### config.mk
export PLATFORM = sky130hd
export DESIGN_NAME = ercf_ctrl
export DESIGN_NICKNAME = d
export VERILOG_FILES = /design/src/design/ercf_pkg.sv /design/src/design/ercf_ctrl.sv
export VERILOG_INCLUDE_DIRS = /design/src /design/src/design
export SDC_FILE = /design/constraint.sdc
export NUM_CORES = 1
export LEC_CHECK = 0
export ABC_AREA = 1
export BUFFER_PORTS_ARGS = -buffer_cell sky130_fd_sc_hd__buf_2
export CAP_MARGIN = 20
export CORE_MARGIN = 1
export CORE_UTILIZATION = 40
export CTS_BUF_LIST = sky130_fd_sc_hd__clkbuf_4 sky130_fd_sc_hd__clkbuf_8
export DETAILED_ROUTE_END_ITERATION = 10
export RECOVER_POWER = 100
export SYNTH_ARGS = -nofsm -noshare
export SYNTH_HDL_FRONTEND = slang
export SYNTH_SLANG_ARGS = --single-unit
### constraint.sdc
create_clock -name i_clk -period 2.3 [get_ports i_clk]
set_input_delay 0.115 -clock i_clk [delete_from_list [all_inputs] [get_ports i_clk]]
set_output_delay 0.115 -clock i_clk [all_outputs]
set_load 0.01 [all_outputs]
### src/design/assert_macros.svh
// Assertion helper macros for the Elman cell blocks.
// Needs a clock named i_clk and an active-low reset named i_rst_n in scope.
`ifndef ASSERT_MACROS_SVH
`define ASSERT_MACROS_SVH

// Checked while out of reset
`define ERCF_ASSERT(lbl, prop) \
    lbl: assert property (@(posedge i_clk) disable iff (!i_rst_n) prop) \
        else $error("assertion failed");

// Checked on every edge, reset included
`define ERCF_ASSERT_NR(lbl, prop) \
    lbl: assert property (@(posedge i_clk) prop) else $error("assertion failed");

`endif

### src/design/ercf_pkg.sv
// Shared types, sizes, codes and the tanh table of the Elman cell.
// No dependencies.
`default_nettype none

package ercf_pkg;

    localparam int DIM     = 64;
    localparam int LANES   = 4;
    localparam int ROW_W   = $clog2(DIM);
    localparam int LANE_W  = (LANES > 1) ? $clog2(LANES) : 1;
    localparam int CNT_W   = $clog2(DIM + 1);
    localparam int WADDR_W = 2 * ROW_W;
    localparam int XADDR_W = LANE_W + ROW_W;
    localparam int HADDR_W = 1 + LANE_W + ROW_W;

    // request commands
    localparam logic [2:0] CMD_WX     = 3'd0;
    localparam logic [2:0] CMD_WH     = 3'd1;
    localparam logic [2:0] CMD_BIAS   = 3'd2;
    localparam logic [2:0] CMD_HIDDEN = 3'd3;
    localparam logic [2:0] CMD_X      = 3'd4;

    // configuration register indexes
    localparam logic [1:0] REG_ACTIVE_DIM = 2'd0;
    localparam logic [1:0] REG_CACHE      = 2'd1;

    // controller to datapath
    typedef struct packed {
        logic               clr_we;
        logic               acc_init;
        logic               rd_en;
        logic               round_en;
        logic               tanh_en;
        logic               emit;
        logic               last;
        logic               copy_rd;
        logic               copy_wr;
        logic               flip;
        logic               cache;
        logic [ROW_W-1:0]   row;
        logic [ROW_W-1:0]   col;
        logic [HADDR_W-1:0] clr_addr;
    } t_dp_cmd;

    // datapath to controller
    typedef struct packed {
        logic fire;
    } t_dp_stat;

    // round(4096*tanh(k/4)), k = 0..32; beyond saturates
    function automatic logic [12:0] tanh_tab(input logic [5:0] k);
        logic [12:0] t;
        case (k)
            6'd0:  t = 13'd0;
            6'd1:  t = 13'd1003;
            6'd2:  t = 13'd1893;
            6'd3:  t = 13'd2602;
            6'd4:  t = 13'd3119;
            6'd5:  t = 13'd3475;
            6'd6:  t = 13'd3707;
            6'd7:  t = 13'd3856;
            6'd8:  t = 13'd3949;
            6'd9:  t = 13'd4006;
            6'd10: t = 13'd4041;
            6'd11: t = 13'd4063;
            6'd12: t = 13'd4076;
            6'd13: t = 13'd4084;
            6'd14: t = 13'd4089;
            6'd15: t = 13'd4091;
            6'd16: t = 13'd4093;
            6'd17: t = 13'd4094;
            6'd18: t = 13'd4095;
            6'd19: t = 13'd4095;
            default: t = 13'd4096;
        endcase
        return t;
    endfunction

endpackage

`default_nettype wire

### src/design/ercf_ctrl.sv
// Controller of the Elman cell: configuration registers and step sequencer.
// Depends on ercf_pkg and assert_macros.svh.
`default_nettype none
`include "assert_macros.svh"

module ercf_ctrl import ercf_pkg::*; (
    input  wire logic       i_clk,
    input  wire logic       i_rst_n,
    input  wire logic       i_cfg_valid,
    input  wire logic [1:0] i_cfg_index,
    input  wire logic [6:0] i_cfg_data,
    input  wire t_dp_stat   i_stat,
    output t_dp_cmd         o_cmd,
    output logic            o_busy
);

    typedef enum logic [9:0] {
        ST_IDLE    = 10'b0000000001,
        ST_CLEAR   = 10'b0000000010,
        ST_ROWINIT = 10'b0000000100,
        ST_MAC     = 10'b0000001000,
        ST_DRAIN   = 10'b0000010000,
        ST_ROUND   = 10'b0000100000,
        ST_TANH    = 10'b0001000000,
        ST_EMIT    = 10'b0010000000,
        ST_COPYRD  = 10'b0100000000,
        ST_COPYWR  = 10'b1000000000
    } t_state;

    t_state             r_state, n_state;
    logic [6:0]         r_active_dim;
    logic               r_cache;
    logic [CNT_W-1:0]   r_n, n_n;
    logic [CNT_W-1:0]   r_row, n_row;
    logic [CNT_W-1:0]   r_col, n_col;
    logic               r_drain, n_drain;
    logic [HADDR_W-1:0] r_clr, n_clr;
    logic [CNT_W-1:0]   w_n_eff;
    logic               w_row_last;

    // configuration registers, always ready
    always_ff @(posedge i_clk) begin
        if (!i_rst_n) begin
            r_active_dim <= 7'd64;
            r_cache      <= 1'b0;
        end else if (i_cfg_valid) begin
            case (i_cfg_index)
                REG_ACTIVE_DIM: r_active_dim <= i_cfg_data;
                REG_CACHE:      r_cache      <= i_cfg_data[0];
                default:        ;
            endcase
        end
    end

    // clamp active length to [1, DIM]
    always_comb begin
        if (r_active_dim == 7'd0)
            w_n_eff = CNT_W'(1);
        else if (int'(r_active_dim) > DIM)
            w_n_eff = CNT_W'(DIM);
        else
            w_n_eff = CNT_W'(r_active_dim);
    end

    assign w_row_last = (r_row == r_n - CNT_W'(1));

    // next state
    always_comb begin
        n_state = r_state;
        n_n     = r_n;
        n_row   = r_row;
        n_col   = r_col;
        n_drain = r_drain;
        n_clr   = r_clr;
        o_cmd   = '0;
        o_cmd.cache    = r_cache;
        o_cmd.row      = ROW_W'(r_row);
        o_cmd.col      = ROW_W'(r_col);
        o_cmd.clr_addr = r_clr;
        case (r_state)
            ST_CLEAR: begin
                o_cmd.clr_we = 1'b1;
                n_clr = r_clr + HADDR_W'(1);
                if (&r_clr) n_state = ST_IDLE;
            end
            ST_IDLE: begin
                if (i_stat.fire) begin
                    n_n     = w_n_eff;
                    n_row   = '0;
                    n_state = ST_ROWINIT;
                end
            end
            ST_ROWINIT: begin
                o_cmd.acc_init = 1'b1;
                n_col   = '0;
                n_state = ST_MAC;
            end
            ST_MAC: begin
                o_cmd.rd_en = 1'b1;
                n_col = r_col + CNT_W'(1);
                if (r_col == r_n - CNT_W'(1)) begin
                    n_drain = 1'b0;
                    n_state = ST_DRAIN;
                end
            end
            // wait for the read and multiply stages to empty
            ST_DRAIN: begin
                n_drain = 1'b1;
                if (r_drain) n_state = ST_ROUND;
            end
            ST_ROUND: begin
                o_cmd.round_en = 1'b1;
                n_state = ST_TANH;
            end
            ST_TANH: begin
                o_cmd.tanh_en = 1'b1;
                n_state = ST_EMIT;
            end
            ST_EMIT: begin
                o_cmd.emit = 1'b1;
                o_cmd.last = w_row_last;
                n_row = r_row + CNT_W'(1);
                if (!w_row_last) begin
                    n_state = ST_ROWINIT;
                end else if (int'(r_n) == DIM) begin
                    o_cmd.flip = 1'b1;
                    n_state = ST_IDLE;
                end else begin
                    n_state = ST_COPYRD;
                end
            end
            // carry inactive entries into the new bank
            ST_COPYRD: begin
                o_cmd.copy_rd = 1'b1;
                n_state = ST_COPYWR;
            end
            ST_COPYWR: begin
                o_cmd.copy_wr = 1'b1;
                n_row = r_row + CNT_W'(1);
                if (int'(r_row) == DIM - 1) begin
                    o_cmd.flip = 1'b1;
                    n_state = ST_IDLE;
                end else begin
                    n_state = ST_COPYRD;
                end
            end
            default: n_state = ST_IDLE;
        endcase
    end

    // state registers
    always_ff @(posedge i_clk) begin
        if (!i_rst_n) begin
            r_state <= ST_CLEAR;
            r_clr   <= '0;
            r_n     <= CNT_W'(1);
            r_row   <= '0;
            r_col   <= '0;
            r_drain <= 1'b0;
        end else begin
            r_state <= n_state;
            r_clr   <= n_clr;
            r_n     <= n_n;
            r_row   <= n_row;
            r_col   <= n_col;
            r_drain <= n_drain;
        end
    end

    assign o_busy = (r_state != ST_IDLE);

    `ERCF_ASSERT_NR(a_reset_clear, !i_rst_n |=> r_state == ST_CLEAR)
    `ERCF_ASSERT(a_mac_col, r_state == ST_MAC |-> r_col < r_n)
    `ERCF_ASSERT(a_emit_row, r_state == ST_EMIT |-> r_row < r_n)
    `ERCF_ASSERT(a_fire_start, (r_state == ST_IDLE && i_stat.fire) |=> r_row == '0)

endmodule

`default_nettype wire

# Word level (Yosys, flattened, before mapping)
# Index checks and enable logic that the tools add are counted.
[totals]
reg_bits = 49
in_bits = 13
output_inout_bits = 33
wordCells = 73
[classes]
add_sub_neg = 4
magnitude_cmp = 1
eq_ne = 20
n_mux = 27
n_reduce_logical = 13
[op_table]
columns = ["operator", "n"]
rows = [
  ["10-bit case mux with 10 select lines", 1],
  ["10-bit 2-to-1 mux", 5],
  ["7-bit case mux with 2 select lines", 2],
  ["7-bit 2-to-1 mux", 3],
  ["9-bit 2-to-1 mux", 2],
  ["7-bit by 1-bit adder with 7-bit output, second input constant", 2],
  ["7-bit == test", 2],
  ["7-bit == test, second input constant", 2],
  ["1-bit 2-to-1 mux", 11],
  ["10-bit by 1-bit == test with 1-bit output, second input constant", 1],
  ["10-bit == test, second input constant", 1],
  ["10-bit by 2-bit == test with 1-bit output, second input constant", 1],
  ["10-bit by 3-bit == test with 1-bit output, second input constant", 1],
  ["10-bit by 4-bit == test with 1-bit output, second input constant", 1],
  ["10-bit by 5-bit == test with 1-bit output, second input constant", 1],
  ["10-bit by 6-bit == test with 1-bit output, second input constant", 1],
  ["10-bit by 7-bit == test with 1-bit output, second input constant", 1],
  ["10-bit by 8-bit == test with 1-bit output, second input constant", 1],
  ["10-bit by 9-bit == test with 1-bit output, second input constant", 1],
  ["10-bit by 1-bit != test with 1-bit output, second input constant", 1],
  ["2-bit AND reduction", 5],
  ["9-bit by 1-bit adder with 9-bit output, second input constant", 1],
  ["9-bit AND reduction", 1],
  ["2-bit != test, second input constant", 4],
  ["10 further kinds", 13],
]

# Logic depth before layout (Yosys ltp)
[depth]
depth_word = 4
mapped_depth = 15

# Worst setup path before layout
# OpenSTA, ideal clock, no wires.
[synth_path]
path_type = "reg2reg"
startpoint = "register r_n[0]"
endpoint = "register r_state[0]"
arrival_time_ps = 1659
path_slack_ps = 529
stages_incl_launch_ff = 16
synth_period_minus_slack_ps = 1771
cell_sequence = "dfxtp_1 inv_1 ha_1 buf_2 inv_1 nand2_1 nand3_1 nand2_1 nor2_1 nand3_1 nor2_2 nand2_2 nand2_1 nand3_2 nor2_1 nor2_1"
[synth_between]
elab_chain_len = 4
elab_cells_between_ends = 9
[synth_lines]
columns = ["element", "line", "text"]
rows = [
  ["start, declared", "ercf_ctrl.sv:33", "logic [CNT_W-1:0] r_n, n_n;"],
  ["start signal, assigned", "ercf_ctrl.sv:163", "r_n <= n_n;"],
  ["7-bit by 1-bit subtractor with 7-bit output or 7-bit == test (tied branches)", "ercf_ctrl.sv:65, ercf_ctrl.sv:101, ercf_ctrl.sv:125", ""],
  ["7-bit == test (tied with other cells)", "ercf_ctrl.sv:65", "assign w_row_last = (r_row == r_n - CNT_W'(1));"],
  ["10-bit 2-to-1 mux or 2-bit != test (tied branches)", "-", ""],
  ["10-bit case mux with 10 select lines or 4-bit AND reduction (tied branches)", "-", ""],
  ["end signal, assigned", "ercf_ctrl.sv:161", "r_state <= n_state;"],
  ["end, declared", "ercf_ctrl.sv:30", "t_state r_state, n_state;"],
]
# Parallel ways exist; a longest one is shown, timed or not.
# A chain may end at the register's enable or synchronous reset.

==> metrics.yaml <==
die_y_um: 88.23
synth_top_area_cell: "dfxtp_1"
synth_area_mm2: 0.002974
drv_cap: 0
ant_nets: 0
post_synth.cell_area_avg_um2: 7.081
cts_tree: "built"
final.setup.tns_ps: 0
dr_total_vias: 2760
grt_pass1_wl_um: 11300
p_comb_share_pct: 9.9
wirelength_um: 6958
die_w_um: 88.23
io_buffers: 45
reg2reg_from: "r_state[8]"
synth_edf_count: 0
p_sw_share_pct: 25.18
synthCells: 420
holdCritStartpoint: "i_cfg_data[5]"
finClkSkew_ps: 10.78
grt_use_met3_pct: 3.918
yosys-top-cells-area: "dfxtp_1 33%, nand2_1 9.7%, inv_1 6.6%"
hold_depth: 3
outcome: "finished clean"
clock_sinks: 49
hold_viol: 0
diodes: 0
internal_power_mw: 1.284
maxSlewHeadroom_pct: 52.66
core_mm2: 0.007214
row_count: 31
grtUsageMet2_pct: 30.77
post_cts_buffers: 0
post_cts_resized: 0
area_growth_pct: 8.582
critPathArrivalTime_ps: 2060
seq_power_share_pct: 52.0
grt_start_max_net_pins: 22
globalplace.congestion: 0.8971
clk_latency_ps: 310
ff2ff_path_depth: 8
cts-root-buf: "clkbuf_8"
synth_nets: 439
crit_start: "r_state[0]"
drtPass1Iterations: 5
yosys.area.top_type_share_pct: 32.98
hpwl_um: 5477
numCtsBuffers: 5
drv_slew: 0
final_nets: 473
worstSetupPathType: "reg -> out"
worst_setup_path_start_kind: "register"
clockBufferDepth: 2
use_met1_pct: 24.38
final_layout_size_suffix_gt1_share_pct: 14.29
antenna_found_initial: 0
synth_seq_area_share_pct: 32.98
post-route-min-period_ps: 2174
yosysWarnings: 0
clkTransAtPathRegs_ps: 90
grt_pass1_vias: 2494
viasPerCell: 4.982
ys_ff_latch: 49
p_per_area_mw_per_mm2: 531.2
synthArstFlopShare_pct: 0
io_pins: 46
cp_max_fo: 6
fmax_mhz: 460.0
finalCritPeriodShare_pct: 94.51
top_usage_layer: "met2"
drt-initial-drc-count: 148
wire_per_inst_um: 12.56
hold_path_class: "in -> reg"
rsz0062_at_grt: "false"
final_cell_mix: "78 x nand2_1, 54 x nor2_1, 51 x inv_1, 48 x dfxtp_1, 41 x nand3_1"
worstMarginPinSlew_ps: 709.3
ys_types: 40
p_leak_nw: 1.366
setup_violations: 0
cp.required_ps: 2180
hold_buffers: 0
track_usage_pct: 18.84
final_common_cell: "nand2_1"
die_area_mm2: 0.007784
grt_overflow: 0
end_kind: "output port"
start_util_pct: 41.22
ys.flop_type: "dfxtp_1"
ir_worst_vdd_mv: 0.3716
totalPowerFinal_mw: 1.716
p_switching_uw: 432.1
clockPowerShare_pct: 38.1
ctsHtreeMaxLevel: 2
drc: 0
## cell families after synthesis
logic type | Yosys count | share of synthesized area, %
and+or+nand+nor | 233 | 41.69
buffers and inverters | 77 | 11.78
AOI/OAI and AO/OA | 52 | 10.14
DFF | 49 | 32.98
adders and majority gates | 6 | 2.524
xor gates and xnor gates | 3 | 0.8836
## power groups by stage
| stage | clock network [mW] | registers (mW) | logic, mW |
|---|---|---|---|
| final | 0.653 | 0.893 | 0.169 |
| after global placement | 0 | 0.913 | 0.179 |
| after detailed placement | 0 | 0.914 | 0.183 |
| after CTS | 0.674 | 0.894 | 0.183 |
| after floorplan | 0 | 0.916 | 0.123 |
| after global routing | 0.715 | 0.897 | 0.196 |
## layer usage
metal | wire (µm) | vias up | part of all wire [%]
li1 | - | 1441 | -
met1 | 3285 | 1243 | 47
met2 | 3216 | 66 | 46
met3 | 346 | 10 | 5.0
met4 | 111 | 0 | 1.6
met5 | 0 | - | 0
## worst max-delay path: stages (launching register included)
cell,delay (ps)
dfxtp_1,360
nor2_1,230
nand2_1,200
clkinvlp_2,240
nand4_4,170
inv_1,160
nand4_1,100
nand2_1,120
clkbuf_1,170
## synth_stat cells (3+ instances only)
| cell type | n |
|---|---|
| inv_1 | 52 |
| nor2_1 | 48 |
| a21oi_1 | 22 |
| xor2_1 | 3 |
| nand2_4 | 3 |
| nor2_2 | 10 |
| dfxtp_1 | 49 |
| nand3_2 | 8 |
| nor2_4 | 7 |
| buf_4 | 13 |
| o21ai_0 | 17 |
| clkbuf_1 | 4 |
| nor3_1 | 8 |
| nand2_1 | 77 |
| nand3_1 | 36 |
| ha_1 | 6 |
| nand2_2 | 7 |
| inv_2 | 3 |
| nand4_1 | 14 |
| a22oi_1 | 3 |
## worst paths after layout
kind / slack, ps / to
max: 130 / o_cmd[22]
min reg2reg: 470 / r_n[2]
max reg2reg: 250 / r_row[4]
min: 30 / r_active_dim[5]
## area by class of cell
type | count | area, µm²
well taps | 99 | 123.9
flip-flops and latches | 49 | 982.2
clock buffers | 6 | 82.58
multi-input cells | 294 | 1588
fillers | 804 | 3985
repair buffers | 47 | 200.2
inverters | 57 | 215.2
clock inverters | 2 | 37.54
## through the flow
stage               hold slack, ps  utilization [%]  instance area, µm²  worst slack [ps]  std cells
global placement             332.1            44.42                3204             436.4        546
floorplan                    241.4                -                2974             529.1        420
global route                 17.45            44.76                3229             5.259        554
CTS                          12.87            46.08                3324            0.2576        554
detailed placement           343.5            44.42                3204             308.8        546
finish                       27.97            44.76                3229             126.3        554
## flip-flops by register name (all words and copies together), names as in the netlist
register and flops:
r_state 10, r_clr 9, r_active_dim 7, r_col 7, r_n 7, r_row 7
r_cache 1, r_drain 1
Power figures use the tool's default switching activity.
